[src/rtl/pcbd_pkg.sv]
package pcbd_pkg;

   localparam int STEPS_DEFAULT = 16;

   localparam int LEVEL_W    = 8;
   localparam int DURATION_W = 16;
   localparam int HALF_W     = 8;
   localparam int CSR_DATA_W = 16;
   localparam int CSR_IDX_W  = 2;

   localparam logic [DURATION_W-1:0] RESET_LOW_DEFAULT  = 16'd4000;
   localparam logic [DURATION_W-1:0] START_HIGH_DEFAULT = 16'd40;
   localparam logic [HALF_W-1:0]     PULSE_HALF_DEFAULT = 8'd1;

   typedef enum logic [CSR_IDX_W-1:0] {
      CSR_RESET_LOW  = 2'd0,
      CSR_START_HIGH = 2'd1,
      CSR_PULSE_HALF = 2'd2,
      CSR_UNUSED     = 2'd3
   } csr_index_type;

   typedef struct packed {
      logic [DURATION_W-1:0] reset_low_us;
      logic [DURATION_W-1:0] start_high_us;
      logic [HALF_W-1:0]     pulse_half_us;
   } cfg_type;

endpackage

[src/rtl/pcbd_if.sv]
interface pcbd_req_if;
   logic                         valid;
   logic                         ready;
   logic [pcbd_pkg::LEVEL_W-1:0] brightness_level;

   modport source (output valid, output brightness_level, input ready);
   modport sink   (input valid, input brightness_level, output ready);
endinterface

interface pcbd_rsp_if;
   logic                            valid;
   logic                            ready;
   logic                            pin_level;
   logic [pcbd_pkg::DURATION_W-1:0] duration_us;
   logic                            last;

   modport source (output valid, output pin_level, output duration_us, output last,
                   input ready);
   modport sink   (input valid, input pin_level, input duration_us, input last,
                   output ready);
endinterface

[src/rtl/pulse_count_backlight_dimmer_top.sv]
// Sequence: a transaction is accepted in the idle state, the step is worked out in
//   the calc state, and the first segment is registered on rsp once its slot is free.
// Throughput: one segment per cycle while rsp is ready; req is not taken again until
//   the sequencer has registered the last segment of the request.
// Reset: synchronous, active high; previous step goes to 0, registers to 4000/40/1.
module pulse_count_backlight_dimmer_top #(
   parameter int STEPS = pcbd_pkg::STEPS_DEFAULT
) (
   input  logic                            clock,
   input  logic                            reset,
   pcbd_req_if.sink                        req_if,
   pcbd_rsp_if.source                      rsp_if,
   input  logic                            csr_we,
   input  logic [pcbd_pkg::CSR_IDX_W-1:0]  csr_index,
   input  logic [pcbd_pkg::CSR_DATA_W-1:0] csr_wdata
);
   import pcbd_pkg::*;

   // Live registers; user must write only while no request is in flight; unenforced.
   cfg_type cfg;

   pcbd_csr u_csr (
      .clock     (clock),
      .reset     (reset),
      .csr_we    (csr_we),
      .csr_index (csr_index),
      .csr_wdata (csr_wdata),
      .cfg       (cfg)
   );

   // Sequencer, up move: reset-low, start-high, STEPS-bounded pulse pairs, final hold.
   // req ready only in its idle state; a registered rsp slot decouples the sink.
   pcbd_seq #(
      .STEPS (STEPS)
   ) u_seq (
      .clock  (clock),
      .reset  (reset),
      .cfg    (cfg),
      .req_if (req_if),
      .rsp_if (rsp_if)
   );

endmodule

[src/rtl/pcbd_csr.sv]
module pcbd_csr (
   input  logic                           clock,
   input  logic                           reset,
   input  logic                           csr_we,
   input  logic [pcbd_pkg::CSR_IDX_W-1:0] csr_index,
   input  logic [pcbd_pkg::CSR_DATA_W-1:0] csr_wdata,
   output pcbd_pkg::cfg_type              cfg
);
   import pcbd_pkg::*;

   cfg_type cfg_ff;

   always_ff @(posedge clock) begin
      if (reset) begin
         cfg_ff.reset_low_us  <= RESET_LOW_DEFAULT;
         cfg_ff.start_high_us <= START_HIGH_DEFAULT;
         cfg_ff.pulse_half_us <= PULSE_HALF_DEFAULT;
      end else if (csr_we) begin
         unique case (csr_index_type'(csr_index))
            CSR_RESET_LOW:  cfg_ff.reset_low_us  <= csr_wdata;
            CSR_START_HIGH: cfg_ff.start_high_us <= csr_wdata;
            CSR_PULSE_HALF: cfg_ff.pulse_half_us <= csr_wdata[HALF_W-1:0];
            default: ;  // no register here
         endcase
      end
   end

   assign cfg = cfg_ff;

endmodule

[src/rtl/pcbd_seq.sv]
module pcbd_seq #(
   parameter int STEPS = pcbd_pkg::STEPS_DEFAULT
) (
   input  logic              clock,
   input  logic              reset,
   input  pcbd_pkg::cfg_type cfg,
   pcbd_req_if.sink          req_if,
   pcbd_rsp_if.source        rsp_if
);
   import pcbd_pkg::*;

   localparam int STEP_W = $clog2(STEPS);
   localparam int PROD_W = LEVEL_W + STEP_W;

   typedef enum logic [2:0] {
      ST_IDLE,
      ST_CALC,
      ST_RESET_LOW,
      ST_START_HIGH,
      ST_PULSE_HI,
      ST_PULSE_LO,
      ST_FINAL
   } state_type;

   state_type             state_ff;
   logic [LEVEL_W-1:0]    level_ff;
   logic [STEP_W-1:0]     prev_step_ff;
   logic [STEP_W-1:0]     pulses_ff;
   logic                  shutdown_ff;
   logic                  rsp_valid_ff;
   logic                  pin_ff;
   logic [DURATION_W-1:0] duration_ff;
   logic                  last_ff;

   logic [PROD_W-1:0]     prod;
   logic [STEP_W-1:0]     step_in;
   logic [DURATION_W-1:0] half;
   logic                  slot_free;

   // step = (level * STEPS) >> 8
   assign prod      = PROD_W'(level_ff) * PROD_W'(STEPS);
   assign step_in   = prod[PROD_W-1:LEVEL_W];
   assign half      = (cfg.pulse_half_us == '0) ? DURATION_W'(1)
                                                : DURATION_W'(cfg.pulse_half_us);
   assign slot_free = !rsp_valid_ff || rsp_if.ready;

   always_ff @(posedge clock) begin
      if (reset) begin
         state_ff     <= ST_IDLE;
         prev_step_ff <= '0;
         rsp_valid_ff <= 1'b0;
      end else begin
         if (rsp_valid_ff && rsp_if.ready) begin
            rsp_valid_ff <= 1'b0;
         end
         unique case (state_ff)
            ST_IDLE: begin
               if (req_if.valid) begin
                  level_ff <= req_if.brightness_level;
                  state_ff <= ST_CALC;
               end
            end
            ST_CALC: begin
               prev_step_ff <= step_in;
               shutdown_ff  <= (step_in == '0);
               if (step_in < prev_step_ff) begin
                  pulses_ff <= prev_step_ff - step_in;
               end else begin
                  pulses_ff <= STEP_W'(STEPS - int'(step_in));
               end
               if (step_in == prev_step_ff) begin
                  state_ff <= ST_IDLE;
               end else if (step_in == '0 || step_in > prev_step_ff) begin
                  state_ff <= ST_RESET_LOW;
               end else begin
                  state_ff <= ST_START_HIGH;
               end
            end
            ST_RESET_LOW: begin
               if (slot_free) begin
                  rsp_valid_ff <= 1'b1;
                  pin_ff       <= 1'b0;
                  duration_ff  <= cfg.reset_low_us;
                  last_ff      <= shutdown_ff;
                  state_ff     <= shutdown_ff ? ST_IDLE : ST_START_HIGH;
               end
            end
            ST_START_HIGH: begin
               if (slot_free) begin
                  rsp_valid_ff <= 1'b1;
                  pin_ff       <= 1'b1;
                  duration_ff  <= cfg.start_high_us;
                  last_ff      <= 1'b0;
                  state_ff     <= (pulses_ff == '0) ? ST_FINAL : ST_PULSE_HI;
               end
            end
            ST_PULSE_HI: begin
               if (slot_free) begin
                  rsp_valid_ff <= 1'b1;
                  pin_ff       <= 1'b1;
                  duration_ff  <= half;
                  last_ff      <= 1'b0;
                  state_ff     <= ST_PULSE_LO;
               end
            end
            ST_PULSE_LO: begin
               if (slot_free) begin
                  rsp_valid_ff <= 1'b1;
                  pin_ff       <= 1'b0;
                  duration_ff  <= half;
                  last_ff      <= 1'b0;
                  pulses_ff    <= pulses_ff - 1'b1;
                  state_ff     <= (pulses_ff == STEP_W'(1)) ? ST_FINAL : ST_PULSE_HI;
               end
            end
            ST_FINAL: begin
               if (slot_free) begin
                  rsp_valid_ff <= 1'b1;
                  pin_ff       <= 1'b1;
                  duration_ff  <= '0;
                  last_ff      <= 1'b1;
                  state_ff     <= ST_IDLE;
               end
            end
            default: state_ff <= ST_IDLE;
         endcase
      end
   end

   assign req_if.ready       = (state_ff == ST_IDLE);
   assign rsp_if.valid       = rsp_valid_ff;
   assign rsp_if.pin_level   = pin_ff;
   assign rsp_if.duration_us = duration_ff;
   assign rsp_if.last        = last_ff;

endmodule

[src/flat_wrapper.sv]
// flat-port wrapper written by rule: the top's interface ports become plain ports
module pulse_count_backlight_dimmer_top_flat import pcbd_pkg::*;
#(
   parameter int STEPS = pcbd_pkg::STEPS_DEFAULT
)
  (clock, reset, csr_we, csr_index, csr_wdata, req_if_valid, req_if_brightness_level, req_if_ready, rsp_if_valid, rsp_if_pin_level, rsp_if_duration_us, rsp_if_last, rsp_if_ready);
  pcbd_req_if req_if_i ();
  pcbd_rsp_if rsp_if_i ();
  input  logic clock;
  input  logic reset;
  input  logic csr_we;
  input  logic [pcbd_pkg::CSR_IDX_W-1:0] csr_index;
  input  logic [pcbd_pkg::CSR_DATA_W-1:0] csr_wdata;
  input wire logic [$bits(req_if_i.valid)-1:0] req_if_valid;
  input wire logic [$bits(req_if_i.brightness_level)-1:0] req_if_brightness_level;
  output wire logic [$bits(req_if_i.ready)-1:0] req_if_ready;
  output wire logic [$bits(rsp_if_i.valid)-1:0] rsp_if_valid;
  output wire logic [$bits(rsp_if_i.pin_level)-1:0] rsp_if_pin_level;
  output wire logic [$bits(rsp_if_i.duration_us)-1:0] rsp_if_duration_us;
  output wire logic [$bits(rsp_if_i.last)-1:0] rsp_if_last;
  input wire logic [$bits(rsp_if_i.ready)-1:0] rsp_if_ready;
  assign req_if_i.valid = req_if_valid;
  assign req_if_i.brightness_level = req_if_brightness_level;
  assign req_if_ready = req_if_i.ready;
  assign rsp_if_valid = rsp_if_i.valid;
  assign rsp_if_pin_level = rsp_if_i.pin_level;
  assign rsp_if_duration_us = rsp_if_i.duration_us;
  assign rsp_if_last = rsp_if_i.last;
  assign rsp_if_i.ready = rsp_if_ready;
  pulse_count_backlight_dimmer_top #(.STEPS(STEPS)) u_core (.clock(clock), .reset(reset), .req_if(req_if_i), .rsp_if(rsp_if_i), .csr_we(csr_we), .csr_index(csr_index), .csr_wdata(csr_wdata));
endmodule
[config.mk]
export PLATFORM = sky130hd
export DESIGN_NAME = pulse_count_backlight_dimmer_top_flat
export DESIGN_NICKNAME = d
export VERILOG_FILES = /design/src/rtl/pcbd_pkg.sv /design/src/rtl/pcbd_if.sv /design/src/rtl/pulse_count_backlight_dimmer_top.sv /design/src/rtl/pcbd_csr.sv /design/src/rtl/pcbd_seq.sv /design/src/flat_wrapper.sv
export SDC_FILE = /design/constraint.sdc
export NUM_CORES = 1
export LEC_CHECK = 0
export CORE_MARGIN = 2
export CORE_UTILIZATION = 40
export CTS_BUF_LIST = sky130_fd_sc_hd__clkbuf_4 sky130_fd_sc_hd__clkbuf_8
export DETAILED_ROUTE_END_ITERATION = 12
export DONT_BUFFER_PORTS = 1
export GPL_TIMING_DRIVEN = 0
export HOLD_SLACK_MARGIN = 0.12
export SETUP_SLACK_MARGIN = 0.3
export SYNTH_ARGS = -nofsm -noshare
export SYNTH_HDL_FRONTEND = slang
export SYNTH_HIERARCHICAL = 1
export SYNTH_SLANG_ARGS = --single-unit
[constraint.sdc]
create_clock -name clock -period 3.5 [get_ports clock]
set_input_delay 0.525 -clock clock [delete_from_list [all_inputs] [get_ports clock]]
set_output_delay 0.525 -clock clock [all_outputs]
set_load 0.1 [all_outputs]
==> metrics.txt <==
status=finished clean; Syn Nets=between 400 and 500; Metal-1 WL=4240 um; post-route ant nets=0; Num Clock Sinks=75; height of the die=102 um; routed length per instance=17.0 um; post-CTS setup buffers=0; asr flop ratio synth=0; routed wire length=8910 um; GRT Total Usage=0.178; max-cap viol count=0; maximum VDD drop=302 uV; Via Count=2749; Slew Limit Fails=0; CTS resizes=0; # diodes=0; DRC=0; PwrDens=709 mW/mm2; sequential fraction of the synthesis area=0.462; initial antenna violation count=0; Leak=about 1.6 nW; GPL Wtd Cong=0.808; Multi-input gate area=just under 0.002 mm2; initial DRC count=93; Max Fclk=approximately 390 MHz; Crit Path Class=register to register; synth unique cells=44; port buffer count=0; hold buffer count at cts=0; synthesized instance count=approximately 380; total gr overflow=0; Die ar.=0.0104 mm2; ratio of cells with drive above 1 in the final layout=0.0914; CP Max Fanout=10; Top FF cell, synth=dfxtp_1; Core ar.=0.00928 mm2; total power=3.02 mW; Critical-path top delay cell=nor3_2; die width=102 um; Syn-to-layout area delta=10.9%; cell mode on critical path=buf_2; Vias per Instance=5.26; WHS=around 240 ps; Detailed Place HPWL=6320 um; total CTS buffers=9; Mapped Area=0.00384 mm2; Tightest Pin Transition=~1000 ps; vias in the first global route=2785; first-pass GRT wire length=14200 um; clk_lat worst skew=350 ps; RSZ-0062 raised after global routing=no; Initial Utilization=0.413; capturing element type of the critical path=register; Avg Cell Area, Syn=10.2 um2; setup tns final=0 ps; met3 WL=415 um; clock skew=15.0 ps; HP Class=input pin to register; period utilization=0.728; Ports=51; Worst-path clk slew=roughly 80 ps; Largest stage delay, worst path=roughly 760 ps; highest routed layer=met4; CP required=3560 ps; Worst Setup Start Kind=register; Slew HR=0.310; Max Root-Sink Buffers=2; met2 routed WL=4110 um; Seq. cell area=0.00177 mm2; Layout Nets=429; first-pass iteration count of the detailed router=4; CP cell instances=buf_2 -> buf_2 -> buf_2 -> a21oi_1 -> nor3_2 -> buf_6; Data arrival, critical path=2610 ps; Post-synth EDFFs=27; Root Buffer=clkbuf_8; row cnt=35; CTS tree=done; H-tree Lvls=3; final worst path period need=2550 ps; largest net degree at the start of global routing=13; setup violators final=0; Hold Vio Cnt, Final=0; yosys warns=6; filler cell count=924; Synth Register Bits=75
worst max-delay path: cells and delay by family, from the launching register on:
kind                   cells  cell delay (ps)
AOI/OAI and AO/OA          1              190
buffers and inverters      4             1010
DFF                        1              300
and+or+nand+nor            1              760
synthesized netlist by cell type, types with 2 or more instances:
cell type  instances  area [um2]
a211oi_1           4        30.0
a21oi_1           15        75.1
a32oi_1            2        17.5
and3b_1            4        35.0
buf_1              3        11.3
buf_2             10        50.1
clkbuf_1          10        37.5
dfxtp_1           48         961
edfxtp_1          27         811
ha_1               8         100
inv_1              9        33.8
mux2i_1           66         661
nand2_1           22        82.6
nand2b_1          53         332
nand3b_1           3        22.5
nor2_1            28         105
nor2b_1            3        18.8
nor3_1            11        55.1
o21ai_0            8        40.0
o221ai_1           7        61.3
o22ai_1            9        56.3
xnor2_1            2        17.5
xor2_1             3        26.3
metal layers:
| layer | GRT usage | up-vias |
|---|---|---|
| met1 | 0.234 | 1334 |
| met5 | 0 | - |
| met2 | 0.285 | 48 |
| li1 | - | 1353 |
| met4 | 0.0677 | 0 |
| met3 | 0.0417 | 14 |
registers in the layout, indices dropped and copies added, names as in the netlist:
name / count
u_core/u_seq/state_ff: 3
u_core/u_seq/level_ff: 4
u_core/u_seq/shutdown_ff: 1
u_core/u_seq/rsp_if.pin_level: 1
u_core/u_seq/prev_step_ff: 4
u_core/u_seq/rsp_if.duration_us: 16
u_core/u_csr/cfg: 40
u_core/u_seq/pulses_ff: 4
u_core/u_seq/rsp_if.valid: 1
u_core/u_seq/rsp_if.last: 1
report_power, final:
part,leakage (nW),total [mW],switching [mW],internal [mW]
Sequential,0.635,1.42,0.371,1.05
Clock,0.117,0.764,0.327,0.438
Combinational,0.874,0.831,0.539,0.292
Total,1.63,3.02,1.24,1.78
cell type report:
cell class,instances,area share
Timing Repair Buffer,2,0.00353
Inverter,9,0.00793
Buffer,25,0.0276
Multi-Input combinational cell,267,0.454
Sequential cell,75,0.416
Clock inverter,4,0.0173
Tap cell,129,0.0379
Clock buffer,12,0.0359
logic make-up (layout without fill, tap and decap cells):
| logic type | count (synthesis) | after routing | share of synthesized area |
|---|---|---|---|
| AND/OR/NAND/NOR | 132 | 132 | 0.188 |
| flip-flops | 75 | 75 | 0.462 |
| multiplexers | 66 | 66 | 0.172 |
| AO/OA/AOI/OAI | 55 | 55 | 0.0958 |
| buffers and inverters | 34 | 52 | 0.0394 |
| adder cells (fa/ha/maj) | 9 | 9 | 0.0313 |
| XOR/XNOR | 5 | 5 | 0.0114 |
layout by cell type, fill, tap and decap left out, types with 4 or more instances in the layout:
cell type,count
edfxtp_1,27
dfxtp_1,48
nor2_1,28
o22ai_1,9
clkbuf_8,10
clkbuf_1,10
o221ai_1,7
buf_2,10
a211oi_1,4
ha_1,8
nand2_1,22
nand2b_1,53
a21oi_1,15
mux2i_1,66
o21ai_0,8
nor3_1,9
and3b_1,4
buf_1,4
inv_1,9
path summary, 6_finish.rpt:
| path | depth (start not counted) | start | endpoint | slack (ps) |
|---|---|---|---|---|
| max | 6 | u_core/u_seq/state_ff[2] | u_core/u_seq/rsp_if.duration_us[11] | 950 |
| min reg2reg | 2 | u_core/u_csr/cfg[18] | u_core/u_csr/cfg[18] | 480 |
| min | 1 | reset | u_core/u_seq/state_ff[1] | 240 |
| max reg2reg | 6 | u_core/u_seq/state_ff[2] | u_core/u_seq/rsp_if.duration_us[11] | 950 |
stage by stage:
stage,area (um2),util,cells,worst slack [ps]
3_5_place_dp,4030,0.434,507,975
2_1_floorplan,3840,-,376,916
3_3_place_gp,4010,0.431,505,-129
4_1_cts,4260,0.459,523,973
6_report,4260,0.459,523,951
5_1_grt,4260,0.459,523,862
No activity file was read; power rests on OpenSTA's default activity.
